===== src/assert_macros.svh =====
// Assertion helpers shared by the RTL files.
// Every property is sampled on the rising edge; JIC_ASSERT is off while reset is low.
`ifndef ASSERT_MACROS_SVH
`define ASSERT_MACROS_SVH

// Clocked assertion that is disabled during reset.
`define JIC_ASSERT(label, prop, msg) \
  label: assert property (@(posedge clk_i) disable iff (!rst_ni) (prop)) else $error(msg);

// Clocked assertion that is also checked while reset is low.
`define JIC_ASSERT_ALWAYS(label, prop, msg) \
  label: assert property (@(posedge clk_i) (prop)) else $error(msg);

`endif


===== src/jic_pkg.sv =====
// ---------------------------------------------------------------------------
// jic_pkg
// Types and constants of the joystick input conditioner.
// ---------------------------------------------------------------------------
package jic_pkg;

  localparam int ButtonCount = 8;
  localparam int ScanCount   = (ButtonCount < 8) ? ButtonCount : 8;
  localparam logic [7:0] ScanMask = 8'((9'd1 << ScanCount) - 9'd1);

  localparam int InDataW  = 48;
  localparam int OutDataW = 48;
  localparam int CfgIdxW  = 3;
  localparam int CfgDataW = 16;

  typedef enum logic [1:0] {
    OP_POSITION = 2'd0,
    OP_ARROW    = 2'd1,
    OP_NOTIFY   = 2'd2
  } op_e;

  typedef enum logic [1:0] {
    ARROW_UP    = 2'd0,
    ARROW_DOWN  = 2'd1,
    ARROW_LEFT  = 2'd2,
    ARROW_RIGHT = 2'd3
  } arrow_e;

  typedef enum logic {
    EV_POSITION = 1'b0,
    EV_BUTTON   = 1'b1
  } event_kind_e;

  typedef enum logic [CfgIdxW-1:0] {
    CFG_DZ_LOW  = 3'd0,
    CFG_DZ_HIGH = 3'd1,
    CFG_POS_MIN = 3'd2,
    CFG_POS_MAX = 3'd3,
    CFG_TAG     = 3'd4
  } cfg_idx_e;

  // Arrow flag bits: up held, down held, down pressed last, left held,
  // right held, right pressed last.
  localparam int FlagUp        = 0;
  localparam int FlagDown      = 1;
  localparam int FlagDownLast  = 2;
  localparam int FlagLeft      = 4;
  localparam int FlagRight     = 5;
  localparam int FlagRightLast = 6;
  localparam logic [6:0] FlagsAnyHeld = 7'h33;

  localparam logic signed [15:0] DzLowReset  = -16'sd50;
  localparam logic signed [15:0] DzHighReset = 16'sd50;
  localparam logic signed [15:0] PosMinReset = -16'sd1000;
  localparam logic signed [15:0] PosMaxReset = 16'sd1000;

  typedef struct packed {
    logic signed [15:0] dz_low;
    logic signed [15:0] dz_high;
    logic signed [15:0] pos_min;
    logic signed [15:0] pos_max;
  } cond_cfg_t;

endpackage


===== src/jic_cond.sv =====
// ---------------------------------------------------------------------------
// jic_cond
// Axis conditioner: dead zone and limit clipping on one shared comparator.
// ---------------------------------------------------------------------------
`include "assert_macros.svh"

module jic_cond (
  input  logic                     clk_i,
  input  logic                     rst_ni,
  input  jic_pkg::cond_cfg_t       cfg_i,
  input  logic                     start_i,
  input  logic signed [15:0]       value_i,
  output logic                     done_o,
  output logic signed [15:0]       result_o
);
  import jic_pkg::*;

  typedef enum logic [2:0] {
    C_IDLE,
    C_DZL,
    C_DZH,
    C_MIN,
    C_MAX
  } cstate_e;

  cstate_e            state_q;
  logic signed [15:0] val_q;
  logic               lo_ok_q;
  logic               done_q;
  logic signed [15:0] result_q;

  logic signed [15:0] op_a;
  logic signed [15:0] op_b;
  logic               lt;

  // The single comparator; each step picks its operands.
  always_comb begin
    unique case (state_q)
      C_DZL: begin
        op_a = val_q;
        op_b = cfg_i.dz_low;
      end
      C_DZH: begin
        op_a = cfg_i.dz_high;
        op_b = val_q;
      end
      C_MIN: begin
        op_a = val_q;
        op_b = cfg_i.pos_min;
      end
      C_MAX: begin
        op_a = cfg_i.pos_max;
        op_b = val_q;
      end
      default: begin
        op_a = val_q;
        op_b = val_q;
      end
    endcase
  end

  assign lt = (op_a < op_b);

  always_ff @(posedge clk_i or negedge rst_ni) begin
    if (!rst_ni) begin
      state_q  <= C_IDLE;
      done_q   <= 1'b0;
      lo_ok_q  <= 1'b0;
      val_q    <= '0;
      result_q <= '0;
    end else begin
      done_q <= (state_q == C_MAX) || ((state_q == C_MIN) && lt);
      unique case (state_q)
        C_IDLE: begin
          if (start_i) begin
            val_q   <= value_i;
            state_q <= C_DZL;
          end
        end
        C_DZL: begin
          lo_ok_q <= !lt;
          state_q <= C_DZH;
        end
        C_DZH: begin
          if (lo_ok_q && !lt) begin
            val_q <= '0;
          end
          state_q <= C_MIN;
        end
        C_MIN: begin
          if (lt) begin
            result_q <= cfg_i.pos_min;
            state_q  <= C_IDLE;
          end else begin
            state_q <= C_MAX;
          end
        end
        C_MAX: begin
          result_q <= lt ? cfg_i.pos_max : val_q;
          state_q  <= C_IDLE;
        end
        default: state_q <= C_IDLE;
      endcase
    end
  end

  assign done_o   = done_q;
  assign result_o = result_q;

  `JIC_ASSERT(a_done_pulse, done_o |=> !done_o, "jic_cond: done held for two cycles")
  `JIC_ASSERT(a_start_idle, start_i |-> (state_q == C_IDLE), "jic_cond: start while busy")

endmodule


===== src/joystick_input_conditioner_top.sv =====
// ---------------------------------------------------------------------------
// joystick_input_conditioner_top
// Joystick conditioner: axis shaping, arrow overrides and change events.
// ---------------------------------------------------------------------------
//   channel  | direction | handshake                     | payload
//   s_axis   | in        | s_axis_tvalid_i/tready_o      | tuser opcode, tdata item
//   m_axis   | out       | m_axis_tvalid_o/tready_i      | tuser kind, tdata, tlast
//   cfg      | in        | cfg_we_i (no back-pressure)   | cfg_index_i, cfg_data_i
//
// A position word runs each axis, x first, through the shared comparator
// unit: load, low and high dead-zone bound, minimum, and the maximum unless
// the minimum already clipped; after the y axis the sequencer goes idle.
// An arrow word updates the arrow flags while the sequencer stays idle. A
// notify word is accepted, then the position is checked, then each button
// in the scan is visited in turn, then the scan finishes; stalls on m_axis
// can lengthen it. Output back-pressure only stalls the sequencer when a
// new event must be loaded into the full output register.
// Reset is asynchronous and active low and restores all state at once.
// ---------------------------------------------------------------------------
`include "assert_macros.svh"

module joystick_input_conditioner_top (
  input  logic                          clk_i,
  input  logic                          rst_ni,
  // Input stream.
  input  logic                          s_axis_tvalid_i,
  output logic                          s_axis_tready_o,
  // From bit 0: axis_x[15:0], axis_y[31:16], arrow[33:32], key_down[34],
  // button_mask[42:35], zero padding [47:43].
  input  logic [jic_pkg::InDataW-1:0]   s_axis_tdata_i,
  // opcode[1:0].
  input  logic [1:0]                    s_axis_tuser_i,
  // Output stream.
  output logic                          m_axis_tvalid_o,
  input  logic                          m_axis_tready_i,
  // From bit 0: event_tag[7:0], report_x[23:8], report_y[39:24],
  // button_index[42:40], button_state[43], zero padding [47:44].
  output logic [jic_pkg::OutDataW-1:0]  m_axis_tdata_o,
  // event_kind[0].
  output logic                          m_axis_tuser_o,
  // last_event.
  output logic                          m_axis_tlast_o,
  // Configuration write port.
  input  logic                          cfg_we_i,
  input  logic [jic_pkg::CfgIdxW-1:0]   cfg_index_i,
  input  logic [jic_pkg::CfgDataW-1:0]  cfg_data_i
);
  import jic_pkg::*;

  typedef enum logic [2:0] {
    ST_IDLE,
    ST_COND_X,
    ST_COND_Y,
    ST_POS,
    ST_SCAN
  } state_e;

  // Configuration registers.
  cond_cfg_t  cfg_q;
  logic [7:0] tag_q;

  // Joystick state.
  logic signed [15:0] held_x_q;
  logic signed [15:0] held_y_q;
  logic        [6:0]  flags_q;
  logic signed [15:0] rep_x_q;
  logic signed [15:0] rep_y_q;
  logic        [7:0]  rep_btn_q;

  // Sequencer state.
  state_e             state_q;
  logic signed [15:0] pend_y_q;
  logic        [7:0]  mask_q;
  logic        [7:0]  changed_q;
  logic        [3:0]  idx_q;

  // Output register.
  logic                out_valid_q;
  logic [OutDataW-1:0] out_data_q;
  logic                out_kind_q;
  logic                out_last_q;

  // Input word fields.
  logic signed [15:0] in_x;
  logic signed [15:0] in_y;
  logic        [1:0]  in_arrow;
  logic               in_down;
  logic        [7:0]  in_mask;
  logic               in_accept;

  assign in_x      = s_axis_tdata_i[15:0];
  assign in_y      = s_axis_tdata_i[31:16];
  assign in_arrow  = s_axis_tdata_i[33:32];
  assign in_down   = s_axis_tdata_i[34];
  assign in_mask   = s_axis_tdata_i[42:35];
  assign in_accept = s_axis_tvalid_i && s_axis_tready_o;

  assign s_axis_tready_o = (state_q == ST_IDLE);

  // The conditioning unit is shared by both axes, x first.
  logic               cond_start;
  logic signed [15:0] cond_value;
  logic               cond_done;
  logic signed [15:0] cond_result;

  assign cond_start = (in_accept && (s_axis_tuser_i == OP_POSITION)) ||
                      ((state_q == ST_COND_X) && cond_done);
  assign cond_value = (state_q == ST_IDLE) ? in_x : pend_y_q;

  jic_cond u_cond (
    .clk_i    (clk_i),
    .rst_ni   (rst_ni),
    .cfg_i    (cfg_q),
    .start_i  (cond_start),
    .value_i  (cond_value),
    .done_o   (cond_done),
    .result_o (cond_result)
  );

  // Held arrows override the held position. When both keys of an axis are
  // held, the one that went down last wins.
  logic signed [15:0] eff_x;
  logic signed [15:0] eff_y;

  always_comb begin
    eff_x = held_x_q;
    eff_y = held_y_q;
    if ((flags_q & FlagsAnyHeld) != '0) begin
      unique case ({flags_q[FlagDown], flags_q[FlagUp]})
        2'b00:   eff_y = '0;
        2'b01:   eff_y = cfg_q.pos_min;
        2'b10:   eff_y = cfg_q.pos_max;
        default: eff_y = flags_q[FlagDownLast] ? cfg_q.pos_max : cfg_q.pos_min;
      endcase
      unique case ({flags_q[FlagRight], flags_q[FlagLeft]})
        2'b00:   eff_x = '0;
        2'b01:   eff_x = cfg_q.pos_min;
        2'b10:   eff_x = cfg_q.pos_max;
        default: eff_x = flags_q[FlagRightLast] ? cfg_q.pos_max : cfg_q.pos_min;
      endcase
    end
  end

  logic       out_free;
  logic       out_load;
  logic       pos_diff;
  logic [2:0] btn_idx;
  logic [7:0] btn_bit;
  logic [7:0] changed_rest;

  assign out_free     = !out_valid_q || m_axis_tready_i;
  assign pos_diff     = (eff_x != rep_x_q) || (eff_y != rep_y_q);
  assign btn_idx      = idx_q[2:0];
  assign btn_bit      = 8'd1 << btn_idx;
  assign changed_rest = changed_q & ~btn_bit;

  // A new event enters the output register in this cycle.
  assign out_load = out_free &&
                    (((state_q == ST_POS) && pos_diff) ||
                     ((state_q == ST_SCAN) && (idx_q != 4'(ScanCount)) &&
                      changed_q[btn_idx]));

  // Configuration writes.
  always_ff @(posedge clk_i or negedge rst_ni) begin
    if (!rst_ni) begin
      cfg_q.dz_low  <= DzLowReset;
      cfg_q.dz_high <= DzHighReset;
      cfg_q.pos_min <= PosMinReset;
      cfg_q.pos_max <= PosMaxReset;
      tag_q         <= '0;
    end else if (cfg_we_i) begin
      unique case (cfg_idx_e'(cfg_index_i))
        CFG_DZ_LOW:  cfg_q.dz_low  <= cfg_data_i;
        CFG_DZ_HIGH: cfg_q.dz_high <= cfg_data_i;
        CFG_POS_MIN: cfg_q.pos_min <= cfg_data_i;
        CFG_POS_MAX: cfg_q.pos_max <= cfg_data_i;
        CFG_TAG:     tag_q         <= cfg_data_i[7:0];
        default: ;
      endcase
    end
  end

  // Sequencer, joystick state and output register.
  always_ff @(posedge clk_i or negedge rst_ni) begin
    if (!rst_ni) begin
      state_q     <= ST_IDLE;
      held_x_q    <= '0;
      held_y_q    <= '0;
      flags_q     <= '0;
      rep_x_q     <= '0;
      rep_y_q     <= '0;
      rep_btn_q   <= '0;
      pend_y_q    <= '0;
      mask_q      <= '0;
      changed_q   <= '0;
      idx_q       <= '0;
      out_valid_q <= 1'b0;
      out_data_q  <= '0;
      out_kind_q  <= EV_POSITION;
      out_last_q  <= 1'b0;
    end else begin
      out_valid_q <= out_load || (out_valid_q && !m_axis_tready_i);
      unique case (state_q)
        ST_IDLE: begin
          if (in_accept) begin
            unique case (s_axis_tuser_i)
              OP_POSITION: begin
                pend_y_q <= in_y;
                state_q  <= ST_COND_X;
              end
              OP_ARROW: begin
                unique case (arrow_e'(in_arrow))
                  ARROW_UP: begin
                    flags_q[FlagUp] <= in_down;
                    if (in_down) flags_q[FlagDownLast] <= 1'b0;
                  end
                  ARROW_DOWN: begin
                    flags_q[FlagDown] <= in_down;
                    if (in_down) flags_q[FlagDownLast] <= 1'b1;
                  end
                  ARROW_LEFT: begin
                    flags_q[FlagLeft] <= in_down;
                    if (in_down) flags_q[FlagRightLast] <= 1'b0;
                  end
                  default: begin
                    flags_q[FlagRight] <= in_down;
                    if (in_down) flags_q[FlagRightLast] <= 1'b1;
                  end
                endcase
              end
              OP_NOTIFY: begin
                mask_q    <= in_mask;
                changed_q <= (rep_btn_q ^ in_mask) & ScanMask;
                state_q   <= ST_POS;
              end
              default: ;
            endcase
          end
        end
        ST_COND_X: begin
          if (cond_done) begin
            held_x_q <= cond_result;
            state_q  <= ST_COND_Y;
          end
        end
        ST_COND_Y: begin
          if (cond_done) begin
            held_y_q <= cond_result;
            state_q  <= ST_IDLE;
          end
        end
        ST_POS: begin
          idx_q <= '0;
          if (!pos_diff) begin
            state_q <= ST_SCAN;
          end else if (out_free) begin
            rep_x_q     <= eff_x;
            rep_y_q     <= eff_y;
            out_kind_q  <= EV_POSITION;
            out_last_q  <= (changed_q == '0);
            out_data_q  <= {8'd0, eff_y, eff_x, tag_q};
            state_q     <= ST_SCAN;
          end
        end
        ST_SCAN: begin
          if (idx_q == 4'(ScanCount)) begin
            state_q <= ST_IDLE;
          end else if (!changed_q[btn_idx]) begin
            idx_q <= idx_q + 4'd1;
          end else if (out_free) begin
            // Emitting clears the bit, so the event whose bit leaves the
            // set empty is the final one.
            rep_btn_q[btn_idx] <= mask_q[btn_idx];
            changed_q          <= changed_rest;
            out_kind_q         <= EV_BUTTON;
            out_last_q         <= (changed_rest == '0);
            out_data_q         <= {4'd0, mask_q[btn_idx], btn_idx, 40'd0};
            idx_q              <= idx_q + 4'd1;
          end
        end
        default: state_q <= ST_IDLE;
      endcase
    end
  end

  assign m_axis_tvalid_o = out_valid_q;
  assign m_axis_tdata_o  = out_data_q;
  assign m_axis_tuser_o  = out_kind_q;
  assign m_axis_tlast_o  = out_last_q;

  `JIC_ASSERT(a_btn_clean, (m_axis_tvalid_o && (m_axis_tuser_o == EV_BUTTON)) |-> (m_axis_tdata_o[39:0] == '0), "button word carries position data")
  `JIC_ASSERT(a_pos_clean, (m_axis_tvalid_o && (m_axis_tuser_o == EV_POSITION)) |-> (m_axis_tdata_o[47:40] == '0), "position word carries button data")
  `JIC_ASSERT_ALWAYS(a_idx_range, idx_q <= 4'(ScanCount), "button scan index out of range")

endmodule

===== config.mk =====
export PLATFORM = sky130hd
export DESIGN_NAME = joystick_input_conditioner_top
export DESIGN_NICKNAME = d
export VERILOG_FILES = /design/src/jic_pkg.sv /design/src/jic_cond.sv /design/src/joystick_input_conditioner_top.sv
export VERILOG_INCLUDE_DIRS = /design/src /design/src/src
export SDC_FILE = /design/constraint.sdc
export NUM_CORES = 1
export LEC_CHECK = 0
export ABC_AREA = 1
export BUFFER_PORTS_ARGS = -buffer_cell sky130_fd_sc_hd__buf_2
export CAP_MARGIN = 20
export CELL_PAD_IN_SITES_DETAIL_PLACEMENT = 0
export CELL_PAD_IN_SITES_GLOBAL_PLACEMENT = 2
export CORE_MARGIN = 1
export CORE_UTILIZATION = 32
export CTS_BUF_LIST = sky130_fd_sc_hd__clkbuf_16
export DETAILED_ROUTE_END_ITERATION = 8
export PLACE_DENSITY = 0.78
export SLEW_MARGIN = 10
export SYNTH_ARGS = -nofsm -noshare
export SYNTH_HDL_FRONTEND = slang
export SYNTH_SLANG_ARGS = --single-unit
export TNS_END_PERCENT = 50

===== constraint.sdc =====
create_clock -name clk_i -period 2.87 [get_ports clk_i]
set_input_delay 0.1435 -clock clk_i [delete_from_list [all_inputs] [get_ports clk_i]]
set_output_delay 0.1435 -clock clk_i [all_outputs]
set_load 0.01 [all_outputs]

# Word-level counts from Yosys, hierarchy flattened
# Cells that the tools add are included.
[totals]
register_bits = 277
output_inout_bits = 52
[classes]
add_sub_neg = 1
n_lt_le_gt_ge = 3
n_eq_ne = 42
shift = 1
muxes = 65
bitwise_logic = 6
reduce_logical = 60
[ops]
columns = ["operator", "count"]
rows = [
  ["$mux 48", 5],
  ["$mux 16", 9],
  ["$pmux 16 s2", 4],
  ["$pmux 16 s3", 2],
  ["$pmux 48 s2", 1],
  ["$mux 8", 5],
  ["$ne 16x16->1", 2],
  ["$mux 3", 8],
  ["$reduce_and 6->1", 4],
  ["$reduce_and 4->1", 5],
  ["$eq 3x2->1 const B", 6],
  ["$logic_not 8->1", 2],
  ["$lt 16x16->1", 1],
  ["$ne 2x1->1 const B", 8],
  ["$pmux 8 s2", 1],
  ["$reduce_and 2->1", 8],
  ["$mux 1", 15],
  ["$pmux 3 s5", 1],
  ["$reduce_and 3->1", 5],
  ["$ne 2x2->1 const B", 7],
  ["$mux 4", 3],
  ["$pmux 3 s4", 1],
  ["$logic_and 1x1->1", 11],
  ["$reduce_bool 2->1", 5],
  ["30 further kinds", 59],
]

# Depth between registers and ports, before layout
# Gate-level depths: netlist (run 1).
[depth]
word_depth = 9
depth_mapped = 24

# Modules after synthesis
# Synthesis (run 1) repeated with hierarchy kept, for this count alone.
[unflattened]
cells_unflattened = 1973
hier_area_um2 = 14687.8
[by_module_without_submodules]
columns = ["module", "n_inst", "cells_per_inst", "area_each_um2"]
rows = [
  ["joystick_input_conditioner_top", 1, 1512, 11639.9],
  ["jic_cond", 1, 461, 3047.9],
]

# Least setup slack after synthesis (run 1)
# OpenSTA, ideal clock, no wires.
[synth_timing]
kind = "register to register"
startpoint = "register u_cond.state_q[1]"
endpoint = "register u_cond.val_q[10]"
arrival_time_ns = 2.985
setup_slack_ns = -0.232
path_stages_with_launch = 21
synth_period_minus_slack_ns = 3.102
path_cell_list = "dfrtp_1 -> buf_2 -> nor2_1 -> nand2_1 -> inv_1 -> nor2_1 -> clkbuf_1 -> nand2_1 -> o211ai_1 -> ha_1 -> a21oi_1 -> o21ai_0 -> a21oi_1 -> nand2_1 -> nand2_1 -> nand3_1 -> nand2_1 -> nand2_2 -> buf_2 -> nand2_1 -> nand2_1"
[synth_via]
elab_chain_cells = 7
word_cells_on_any_way = 15
[synth_lines]
columns = ["item", "line_no", "text"]
rows = [
  ["from (decl)", "jic_cond.sv:26", "cstate_e state_q;"],
  ["from (signal assigned)", "jic_cond.sv:66", "state_q <= C_IDLE;"],
  ["from (signal assigned)", "jic_cond.sv:77", "state_q <= C_DZL;"],
  ["from (signal assigned)", "jic_cond.sv:82", "state_q <= C_DZH;"],
  ["$eq 3x3->1 (tied with other cells)", "jic_cond.sv:38", "unique case (state_q)"],
  ["$pmux 16 s2", "jic_cond.sv:38", ""],
  ["$lt 16x16->1", "jic_cond.sv:62", "assign lt = (op_a < op_b);"],
  ["$logic_not 1->1", "jic_cond.sv:85", "if (lo_ok_q && !lt) begin"],
  ["$logic_and 1x1->1", "jic_cond.sv:85", ""],
  ["$ne 2x1->1 (no source line)", "-", ""],
  ["$reduce_and 3->1 (no source line)", "-", ""],
  ["to (signal assigned)", "jic_cond.sv:76", "val_q <= value_i;"],
  ["to (decl)", "jic_cond.sv:27", "logic signed [15:0] val_q;"],
]
# Several ways; a longest one is shown, not always the timed one.
# A chain may end at the register's enable or synchronous reset.

# Worst setup path after layout (run 1)
[layout_timing]
startpoint = "register u_cond.state_q[0]"
endpoint = "register u_cond.val_q[10]"
# The elaborated chain is that of the path after synthesis.

==> flow_summary.json, run 1 <==
{
  "fmax_mhz": 350,
  "cts.root.buffer_cell": "sky130_fd_sc_hd__clkbuf_16",
  "worst_ep_required_time_ns": 3.32,
  "placement.io_buffers": 116,
  "register_area_um2": 6870,
  "vias_per_cell": 4.91,
  "cellPowerDensity_nw_per_um2": 1270,
  "crit_path_max_incr_delay_ns": 0.42,
  "largest_fanout_on_the_critical_path": 8,
  "floorplan.io_pins": 126,
  "core_um2": 43200,
  "initial_core_utilization_pct": 32.5,
  "floorplan.die.height_um": 211,
  "global_route_wire_length_before_repair_um": 72500,
  "cts_tree": "done",
  "drt-total-wl_um": 47900,
  "maxSlewHeadroom_pct": 59.6,
  "insertion_delay_ns": 0.56,
  "maximum_level_of_the_cts_h_tree": 2,
  "worst-slew-pin-transition_ns": 0.605,
  "synth_top_cell_by_area": "sky130_fd_sc_hd__dfrtp_1",
  "yosysWarningCount": 0,
  "placedInstanceArea_um2": 16100,
  "detailedRoute.firstIterationViolations": 875,
  "post_route_cells_drive_above_1_share_pct": 24.1,
  "critical_path.startpoint_type": "register",
  "first_global_vias": 13100,
  "multi_input_comb_area_um2": 6850,
  "grt_setup_unrepaired": "yes",
  "synth-seq-cells": 273,
  "post-synth-top-count-cell": "sky130_fd_sc_hd__nand2_1",
  "number_of_antenna_violations_at_the_first_check_in_global_routing": 1,
  "die_w_um": 211,
  "clk_transition_reported_paths_ns": 0.06,
  "synth.lib_cells_used.distinct": 39,
  "yosys_most_used_dff": "sky130_fd_sc_hd__dfrtp_1",
  "min_period_over_period_pct": 99.6,
  "fin_setup_tns_ns": 0,
  "final_nets": 2214,
  "number_of_synthesized_flops_with_an_enable_pin": 0,
  "gp_congestion": 0.906,
  "class_of_the_tightest_hold_or_removal_check": "primary input to register",
  "cts-root-to-sink-buffers": 3,
  "firstDrtPassIters": 5,
  "grtUsageTotal_pct": 20.9,
  "min_period_ns": 2.86,
  "vdd_ir_drop_max_mv": 0.973,
  "power.total_uw": 24100,
  "cap_viol_max_count": 0,
  "die-area_um2": 44700,
  "final_area_um2": 19100,
  "crit_path_end_kind": "register",
  "postSynth.asyncResetShare_pct": 100,
  "overall_via_count_from_detail_route": 13400,
  "overflow": 0,
  "synth.cells.most_frequent": "sky130_fd_sc_hd__nand2_1, sky130_fd_sc_hd__dfrtp_1, sky130_fd_sc_hd__o21ai_0, sky130_fd_sc_hd__inv_1, sky130_fd_sc_hd__nand3_1",
  "tritoncts.num_buffers": 34,
  "synthDominantCellAreaShare_pct": 43.3,
  "synth_area_um2": 14000,
  "timing.setup.critical_path_class": "register to register",
  "p_leak_uw": 0.00937,
  "result_of_the_run": "finished, final reports clean",
  "worstPathArrival_ns": 3.31,
  "synth_sequential_area_ratio_pct": 48.9,
  "count_of_endpoints_failing_hold_in_the_final_timing_report": 0,
  "hpwlAfterDp_um": 33000,
  "route.detailed.wl_per_inst_um": 17.5,
  "finalMaxSlewViolations": 0,
  "crit_top_cell": "sky130_fd_sc_hd__nand2_2",
  "syn_to_final_growth_pct": 35.7,
  "filler_cell_count": 4427,
  "postSynthAreaPerCell_um2": 7.68,
  "count_of_standard_cell_rows": 76,
  "timing.final.setup_violations": 0,
  "timing.clock.skew_ns": 0.0275,
  "path_cells": "nor2_2, nand2_2, inv_4, nor2_4, buf_12, nand2_2, o211ai_1, ha_1, nand2_2, nor4_4, nand2_4, nand2_4, nand2_8, nand3_4, nand2_8, buf_12, buf_8, nand3_1, nand2_1",
  "grt_start_max_net_pins": 90,
  "hold-worst-slack_ns": 0.00624,
  "antennaDiodeCount": 0,
  "yosys-top-cells-area": "sky130_fd_sc_hd__dfrtp_1, sky130_fd_sc_hd__nand2_1, sky130_fd_sc_hd__o21ai_0",
  "post-route-drc-count": 0,
  "ant_nets": 0,
  "tritoncts_num_sinks": 273,
  "cp_slowest_cell": "sky130_fd_sc_hd__dfrtp_1",
  "netlist_instances": 1827
}
## area by class of cell
type                    instances  share of cell area, %
flip-flops and latches        273                   36.1
multi-input cells            1301                   36.0
repair buffers                338                   15.0
clock buffers                  35                   4.60
well taps                     585                   3.84
inverters                     171                   3.47
clock inverters                26                   1.07
## cells in the final DEF (no fill, tap or decap), drive strengths merged, types with 24 or more instances in the layout
cell         instances
clkbuf              44
o21ai              226
nand2              610
a21oi               47
nand3              135
nand4               24
buf                274
nor2               104
inv                180
dlygate4sd3         55
dfstp               30
dfrtp              243
## state kept, by name (all words and copies together) (netlist names), 16 cells and up
name / count
held_y_q: 16
u_cond.val_q: 16
rep_x_q: 16
rep_y_q: 16
cfg_q: 64
u_cond.result_o: 16
held_x_q: 16
m_axis_tdata_o: 44
pend_y_q: 16
## final timing paths
path                                                     start                              to  slack (ns)  cells past startpoint
worst min-delay path                         s_axis_tdata_i[8]     u_cond.val_q[8]$_DFFE_PN0P_       0.006                      5
worst min register to register  m_axis_tdata_o[24]$_DFFE_PN0P_  m_axis_tdata_o[24]$_DFFE_PN0P_        0.46                      2
min in group asynchronous                               rst_ni        pend_y_q[12]$_DFFE_PN0P_        0.10                      2
max in group asynchronous                               rst_ni          flags_q[4]$_DFFE_PN0P_        1.73                      3
worst max-delay path             u_cond.state_q[0]$_DFFE_PN0P_    u_cond.val_q[10]$_DFFE_PN0P_        0.01                     19
worst max register to register   u_cond.state_q[0]$_DFFE_PN0P_    u_cond.val_q[10]$_DFFE_PN0P_        0.01                     19
## through the flow
stage | util (%) | std cells | setup slack, ns
3_3_place_gp | 37.4 | 2579 | -0.114
6_report | 44.1 | 2729 | 0.0104
5_1_grt | 44.1 | 2729 | -0.116
4_1_cts | 41.6 | 2704 | 0.000260
3_5_place_dp | 37.4 | 2579 | -0.216
2_1_floorplan | - | 1830 | 0.0280
## per-layer routing
metal | share of wire (%) | global-route usage, %
met5 | 0.027 | 0
met4 | 3.1 | 7.12
met3 | 3.9 | 2.86
met2 | 46 | 33.1
met1 | 47 | 29.2
## power by group
part / internal [uW] / total, uW / switching [uW] / leakage, uW
Combinational: 5810 / 13500 / 7720 / 0.00540
Sequential: 5290 / 6360 / 1070 / 0.00340
Clock: 2490 / 4210 / 1730 / 0.000570
Total: 13600 / 24100 / 10500 / 0.00937
## worst max-delay path, delay by kind of cell (launching register included)
family / cells / cell delay [ns]
and+or+nand+nor: 13 / 1.40
buffers and inverters: 4 / 0.47
DFF: 1 / 0.42
adders and majority gates: 1 / 0.34
AOI/OAI and AO/OA: 1 / 0.09
## logic make-up (layout without fill, tap and decap cells)
kind of cell / count (synthesis) / in the layout / synth area share, %
compound gates: 363 / 363 / 14.5
xor+xnor: 16 / 16 / 0.998
fa+ha+maj: 21 / 21 / 1.87
buf+inv: 257 / 570 / 7.29
flops: 273 / 273 / 48.9
mux: 4 / 4 / 0.321
other cells: 1 / 4 / 0.0267
simple gates: 892 / 893 / 26.1
## timing repair
action,in CTS,in global routing
buffers inserted,7,11
hold endpoints to repair,150,0
pin swaps,7,44
hold buffers,55,0
gates cloned,2,13
gates resized for setup,27,191
endpoints found under the setup margin,37,123
(Power assumes the default switching activity.)
==> run 2: changes to the inputs <==
Settings changed: MAX_ROUTING_LAYER from default to met4.
==> flow_summary.json, run 2 (same netlist as run 1, synthesis figures left out) <==
{
  "vias_per_cell": 4.95,
  "syn_to_final_growth_pct": 38.1,
  "worst_ep_required_time_ns": 3.31,
  "gp_congestion": 0.922,
  "cp_num_buf_inv": 4,
  "final_nets": 2216,
  "worst_hold_depth": 5,
  "p_leak_uw": 0.00943,
  "finalMaxSlewViolations": 0,
  "result_of_the_run": "finished with violations",
  "tritoncts.num_buffers": 34,
  "overall_via_count_from_detail_route": 13500,
  "post-route-drc-count": 0,
  "number_of_antenna_violations_at_the_first_check_in_global_routing": 1,
  "critical_path.startpoint_type": "register",
  "fin_cells": 2732,
  "floorplan.die.height_um": 211,
  "tritoncts_num_sinks": 273,
  "min_period_ns": 2.91,
  "ant_nets": 0,
  "detailedRoute.firstIterationViolations": 798,
  "cp_slowest_cell": "sky130_fd_sc_hd__dfrtp_1",
  "hpwlAfterDp_um": 33000,
  "cts-root-to-sink-buffers": 3,
  "overflow": 0,
  "path_depth_of_the_worst_reg2reg_path": 19,
  "grt_setup_unrepaired": "yes",
  "insertion_delay_ns": 0.56,
  "route.detailed.wl_per_inst_um": 17.6,
  "post-route-worst-setup-slack_ns": -0.0361,
  "worstSetupPathDepth": 19,
  "timing.setup.critical_path_class": "register to register",
  "floorplan.io_pins": 126,
  "crit_path_max_incr_delay_ns": 0.42,
  "cell_count_after_placement": 2579,
  "placement.io_buffers": 116,
  "power.total_uw": 25000,
  "crit_path_end_kind": "register",
  "core_um2": 43200,
  "class_of_the_tightest_hold_or_removal_check": "primary input to register",
  "initial_core_utilization_pct": 32.5,
  "failed_checks": "setup timing",
  "timing.critical_path.max_delay_family": "simple AND/OR/NAND/NOR gates",
  "largest_register_ffs": 64,
  "first_global_vias": 13100,
  "cellPowerDensity_nw_per_um2": 1290,
  "worst-slew-pin-transition_ns": 0.645,
  "firstDrtPassIters": 5,
  "path_cells": "nor2_2, nand2_2, inv_4, nor2_4, buf_12, nand2_2, o211ai_1, ha_1, nand2_2, nor4_4, nand2_4, nand2_8, nand2_8, nand3_4, nand2_8, buf_12, buf_8, nand3_1, nand2_1",
  "most-common-layout-cells": "sky130_fd_sc_hd__nand2_1, sky130_fd_sc_hd__dfrtp_1, sky130_fd_sc_hd__o21ai_0",
  "most_frequent_standard_cell_in_the_layout_excluding_fill_and_tap_cells": "sky130_fd_sc_hd__nand2_1",
  "timing.final.setup_violations": 20,
  "post_route_cells_drive_above_1_share_pct": 25.6,
  "cap_viol_max_count": 0,
  "die_w_um": 211,
  "count_of_endpoints_failing_hold_in_the_final_timing_report": 0,
  "clk_transition_reported_paths_ns": 0.05,
  "largest_fanout_on_the_critical_path": 8,
  "drt-total-wl_um": 48100,
  "largest_register": "cfg_q",
  "die-area_um2": 44700,
  "maximum_level_of_the_cts_h_tree": 2,
  "grt_start_max_net_pins": 90,
  "maxSlewHeadroom_pct": 57.0,
  "global_route_wire_length_before_repair_um": 72500,
  "count_of_standard_cell_rows": 76,
  "filler_cell_count": 4393,
  "timing.clock.skew_ns": 0.0274,
  "vdd_ir_drop_max_mv": 0.866,
  "final_core_utilization_pct": 44.9,
  "grtUsageTotal_pct": 21.5,
  "cts_tree": "done",
  "min_period_over_period_pct": 101,
  "worstPathArrival_ns": 3.35,
  "cts.root.buffer_cell": "sky130_fd_sc_hd__clkbuf_16",
  "fmax_mhz": 344
}
-- run 2: cell types whose count changed in the layout (fill, tap and decap cells not counted), sizes merged --
cell      change
buf           -1
clkbuf        +3
clkinvlp      +1
diode         +1
inv           -1
-- run 2: final timing paths --
path                                                       to  slack, ns                          start
worst min-delay path              u_cond.val_q[8]$_DFFE_PN0P_      0.007              s_axis_tdata_i[8]
worst max-delay path              u_cond.val_q[8]$_DFFE_PN0P_      -0.04  u_cond.state_q[2]$_DFFE_PN0P_
max in group asynchronous              flags_q[4]$_DFFE_PN0P_       1.76                         rst_ni
worst max register to register    u_cond.val_q[8]$_DFFE_PN0P_      -0.04  u_cond.state_q[2]$_DFFE_PN0P_
min in group asynchronous            pend_y_q[11]$_DFFE_PN0P_       0.10                         rst_ni
worst min register to register  m_axis_tdata_o[1]$_DFFE_PN0P_       0.46  m_axis_tdata_o[1]$_DFFE_PN0P_
-- run 2: stage by stage --
step | hold slack [ns] | cell area (um2) | setup TNS, ns | setup WS [ns]
final | 0.00659 | 19400 | -0.399 | -0.0361
after global routing | 0.0161 | 19400 | -5.68 | -0.230
after CTS | 0.000698 | 18000 | 0 | 0.000260
after detailed placement | 0.108 | 16100 | -4.96 | -0.216
after global placement | 0.105 | 16100 | -1.88 | -0.114
after floorplan | -0.152 | 14100 | 0 | 0.0280
-- run 2: cell type report --
| class | count | area, um2 | area share, % |
|---|---|---|---|
| Timing Repair Buffer | 340 | 2930 | 15.1 |
| Clock inverter | 26 | 204 | 1.05 |
| Inverter | 171 | 668 | 3.45 |
| Sequential cell | 273 | 6870 | 35.5 |
| Multi-Input combinational cell | 1301 | 7100 | 36.6 |
| Antenna cell | 1 | 2.50 | 0.0129 |
| Clock buffer | 35 | 876 | 4.52 |
| Tap cell | 585 | 732 | 3.78 |
-- run 2: metal layers --
metal | wire [um] | GRT usage [%]
met5 | 0 | -
met4 | 1410 | 7.12
met3 | 2130 | 2.83
met2 | 22400 | 33.1
met1 | 22200 | 29.2
-- run 2: worst register-to-register path: stages (launching register included) --
cell and delay [ns]:
sky130_fd_sc_hd__dfrtp_1 0.42, sky130_fd_sc_hd__nor2_2 0.17, sky130_fd_sc_hd__nand2_2 0.10, sky130_fd_sc_hd__inv_4 0.10, sky130_fd_sc_hd__nor2_4 0.07, sky130_fd_sc_hd__buf_12 0.14
sky130_fd_sc_hd__nand2_2 0.05, sky130_fd_sc_hd__o211ai_1 0.09, sky130_fd_sc_hd__ha_1 0.34, sky130_fd_sc_hd__nand2_2 0.09, sky130_fd_sc_hd__nor4_4 0.33, sky130_fd_sc_hd__nand2_4 0.14
sky130_fd_sc_hd__nand2_8 0.13, sky130_fd_sc_hd__nand2_8 0.08, sky130_fd_sc_hd__nand3_4 0.10, sky130_fd_sc_hd__nand2_8 0.07, sky130_fd_sc_hd__buf_12 0.13, sky130_fd_sc_hd__buf_8 0.13
sky130_fd_sc_hd__nand3_1 0.07, sky130_fd_sc_hd__nand2_1 0.06
-- run 2: what timing repair did --
action / 4_1_cts / 5_1_grt
resized for setup: 27 / 246
pin swaps: 7 / 57
hold endpoints to repair: 150 / 0
cloned: 2 / 15
endpoints found under the setup margin: 37 / 123
setup buffers: 7 / 11
hold buffers: 55 / 0
-- run 2: power by group --
group          internal, uW  leakage (uW)  total [uW]  switching (uW)
clock network          2490      0.000570        4210            1730
logic                  6240       0.00546       14400            8180
registers              5290       0.00340        6390            1100
==> run 3: changes to the inputs <==
Settings changed: CORE_MARGIN 1 to 10.
==> flow_summary.json, run 3 (same netlist as run 1, synthesis figures left out) <==
{
  "fmax_mhz": 356,
  "overflow": 0,
  "placement.io_buffers": 116,
  "result_of_the_run": "finished, final reports clean",
  "largest_register": "cfg_q",
  "clk_transition_reported_paths_ns": 0.06,
  "worstPathArrival_ns": 3.24,
  "drt-total-wl_um": 47500,
  "largest_register_ffs": 64,
  "maximum_level_of_the_cts_h_tree": 2,
  "grt_setup_unrepaired": "yes",
  "tritoncts_num_sinks": 273,
  "timing.clock.skew_ns": 0.0156,
  "firstDrtPassIters": 5,
  "insertion_delay_ns": 0.54,
  "core_um2": 43300,
  "min_period_over_period_pct": 97.9,
  "detailedRoute.firstIterationViolations": 1026,
  "hpwlAfterDp_um": 33700,
  "timing.final.setup_violations": 0,
  "die_w_um": 229,
  "cap_viol_max_count": 0,
  "post-route-drc-count": 0,
  "route.detailed.wl_per_inst_um": 17.6,
  "finalMaxSlewViolations": 0,
  "final_area_um2": 18600,
  "crit_path_end_kind": "register",
  "most_frequent_standard_cell_in_the_layout_excluding_fill_and_tap_cells": "sky130_fd_sc_hd__nand2_1",
  "vdd_ir_drop_max_mv": 0.799,
  "worst-slew-pin-transition_ns": 0.571,
  "first_global_vias": 12600,
  "antennaDiodeCount": 0,
  "count_of_endpoints_failing_hold_in_the_final_timing_report": 0,
  "vias_per_cell": 4.88,
  "class_of_the_tightest_hold_or_removal_check": "primary input to register",
  "gp_congestion": 0.938,
  "syn_to_final_growth_pct": 32.6,
  "maxSlewHeadroom_pct": 61.6,
  "global_route_wire_length_before_repair_um": 72100,
  "tritoncts.num_buffers": 34,
  "cellPowerDensity_nw_per_um2": 1230,
  "p_leak_uw": 0.00919,
  "cts-root-to-sink-buffers": 3,
  "cts.root.buffer_cell": "sky130_fd_sc_hd__clkbuf_16",
  "floorplan.die.height_um": 229,
  "critical_path.startpoint_type": "register",
  "grt_start_max_net_pins": 75,
  "fin_setup_tns_ns": 0,
  "ant_nets": 0,
  "worst_ep_required_time_ns": 3.30,
  "placedInstanceArea_um2": 16100,
  "hold-worst-slack_ns": 0.0141,
  "min_period_ns": 2.81,
  "overall_via_count_from_detail_route": 13200,
  "final_nets": 2190,
  "cts_tree": "done",
  "largest_fanout_on_the_critical_path": 6,
  "die-area_um2": 52700,
  "floorplan.io_pins": 126,
  "number_of_antenna_violations_at_the_first_check_in_global_routing": 0,
  "filler_cell_count": 4475,
  "grtUsageTotal_pct": 17.6,
  "initial_core_utilization_pct": 32.4,
  "count_of_standard_cell_rows": 76,
  "most-common-layout-cells": "sky130_fd_sc_hd__nand2_1, sky130_fd_sc_hd__dfrtp_1, sky130_fd_sc_hd__o21ai_0",
  "post_route_cells_drive_above_1_share_pct": 22.7,
  "timing.setup.critical_path_class": "register to register"
}
==> run 3: routing by layer <==
metal	track usage [%]	wire [um]
met5	-	0
met4	5.13	1150
met3	2.90	2430
met2	27.4	22100
met1	23.1	21900
==> run 3: layout make-up <==
class | count | area, um2 | area share (%)
multi-input cells | 1301 | 6690 | 35.9
clock buffers | 35 | 876 | 4.70
inverters | 171 | 653 | 3.51
well taps | 585 | 732 | 3.93
flip-flops and latches | 273 | 6880 | 36.9
clock inverters | 25 | 176 | 0.948
repair buffers | 314 | 2610 | 14.0
==> run 3: final timing paths <==
path / start / end / slack [ns] / depth (start not counted)
worst max-delay path: u_cond.state_q[2]$_DFFE_PN0P_ / u_cond.result_o[14]$_DFFE_PN0P_ / 0.06 / 18
worst min-delay path: cfg_data_i[4] / tag_q[4]$_DFFE_PN0P_ / 0.01 / 3
worst max register to register: u_cond.state_q[2]$_DFFE_PN0P_ / u_cond.result_o[14]$_DFFE_PN0P_ / 0.06 / 18
worst min register to register: m_axis_tdata_o[12]$_DFFE_PN0P_ / m_axis_tdata_o[12]$_DFFE_PN0P_ / 0.46 / 2
max in group asynchronous: rst_ni / m_axis_tdata_o[36]$_DFFE_PN0P_ / 1.91 / 3
min in group asynchronous: rst_ni / pend_y_q[13]$_DFFE_PN0P_ / 0.15 / 2
==> run 3: stage by stage <==
stage	setup slack, ns	utilization, %	std cells	power (uW)
global route	-0.0884	43.0	2704	24800
CTS	0.00594	41.1	2676	21200
floorplan	0.0280	-	1830	12200
global placement	-0.0947	37.2	2566	16300
detailed placement	-0.294	37.2	2566	16400
finish	0.0600	43.0	2704	22900
==> run 3: critical path, stage by stage (launching register included) <==
cell	delay, ns
sky130_fd_sc_hd__dfrtp_2	0.44
sky130_fd_sc_hd__nor2_4	0.14
sky130_fd_sc_hd__nand2_2	0.08
sky130_fd_sc_hd__inv_4	0.09
sky130_fd_sc_hd__nor2_4	0.06
sky130_fd_sc_hd__buf_6	0.13
sky130_fd_sc_hd__nand2_1	0.05
sky130_fd_sc_hd__o211ai_1	0.14
sky130_fd_sc_hd__ha_4	0.32
sky130_fd_sc_hd__nand2_4	0.06
sky130_fd_sc_hd__nor4_4	0.35
sky130_fd_sc_hd__nand2_4	0.13
sky130_fd_sc_hd__nand2_4	0.12
sky130_fd_sc_hd__nand2_4	0.08
sky130_fd_sc_hd__buf_4	0.17
sky130_fd_sc_hd__nand3_1	0.11
sky130_fd_sc_hd__nand3_2	0.09
sky130_fd_sc_hd__nand2_2	0.09
sky130_fd_sc_hd__nor2_1	0.04
==> run 3: timing repair <==
action,4_1_cts,5_1_grt
pin swaps,7,47
setup buffers,6,17
hold endpoints to repair,142,0
resized for setup,28,163
hold buffers,42,0
endpoints found under the setup margin,94,117
gates cloned,2,11
==> run 3: power breakdown <==
part / internal, uW / total (uW) / switching (uW)
sequential: 5300 / 6370 / 1080
combinational: 5280 / 12500 / 7190
clock: 2390 / 4100 / 1710
total: 13000 / 22900 / 9980
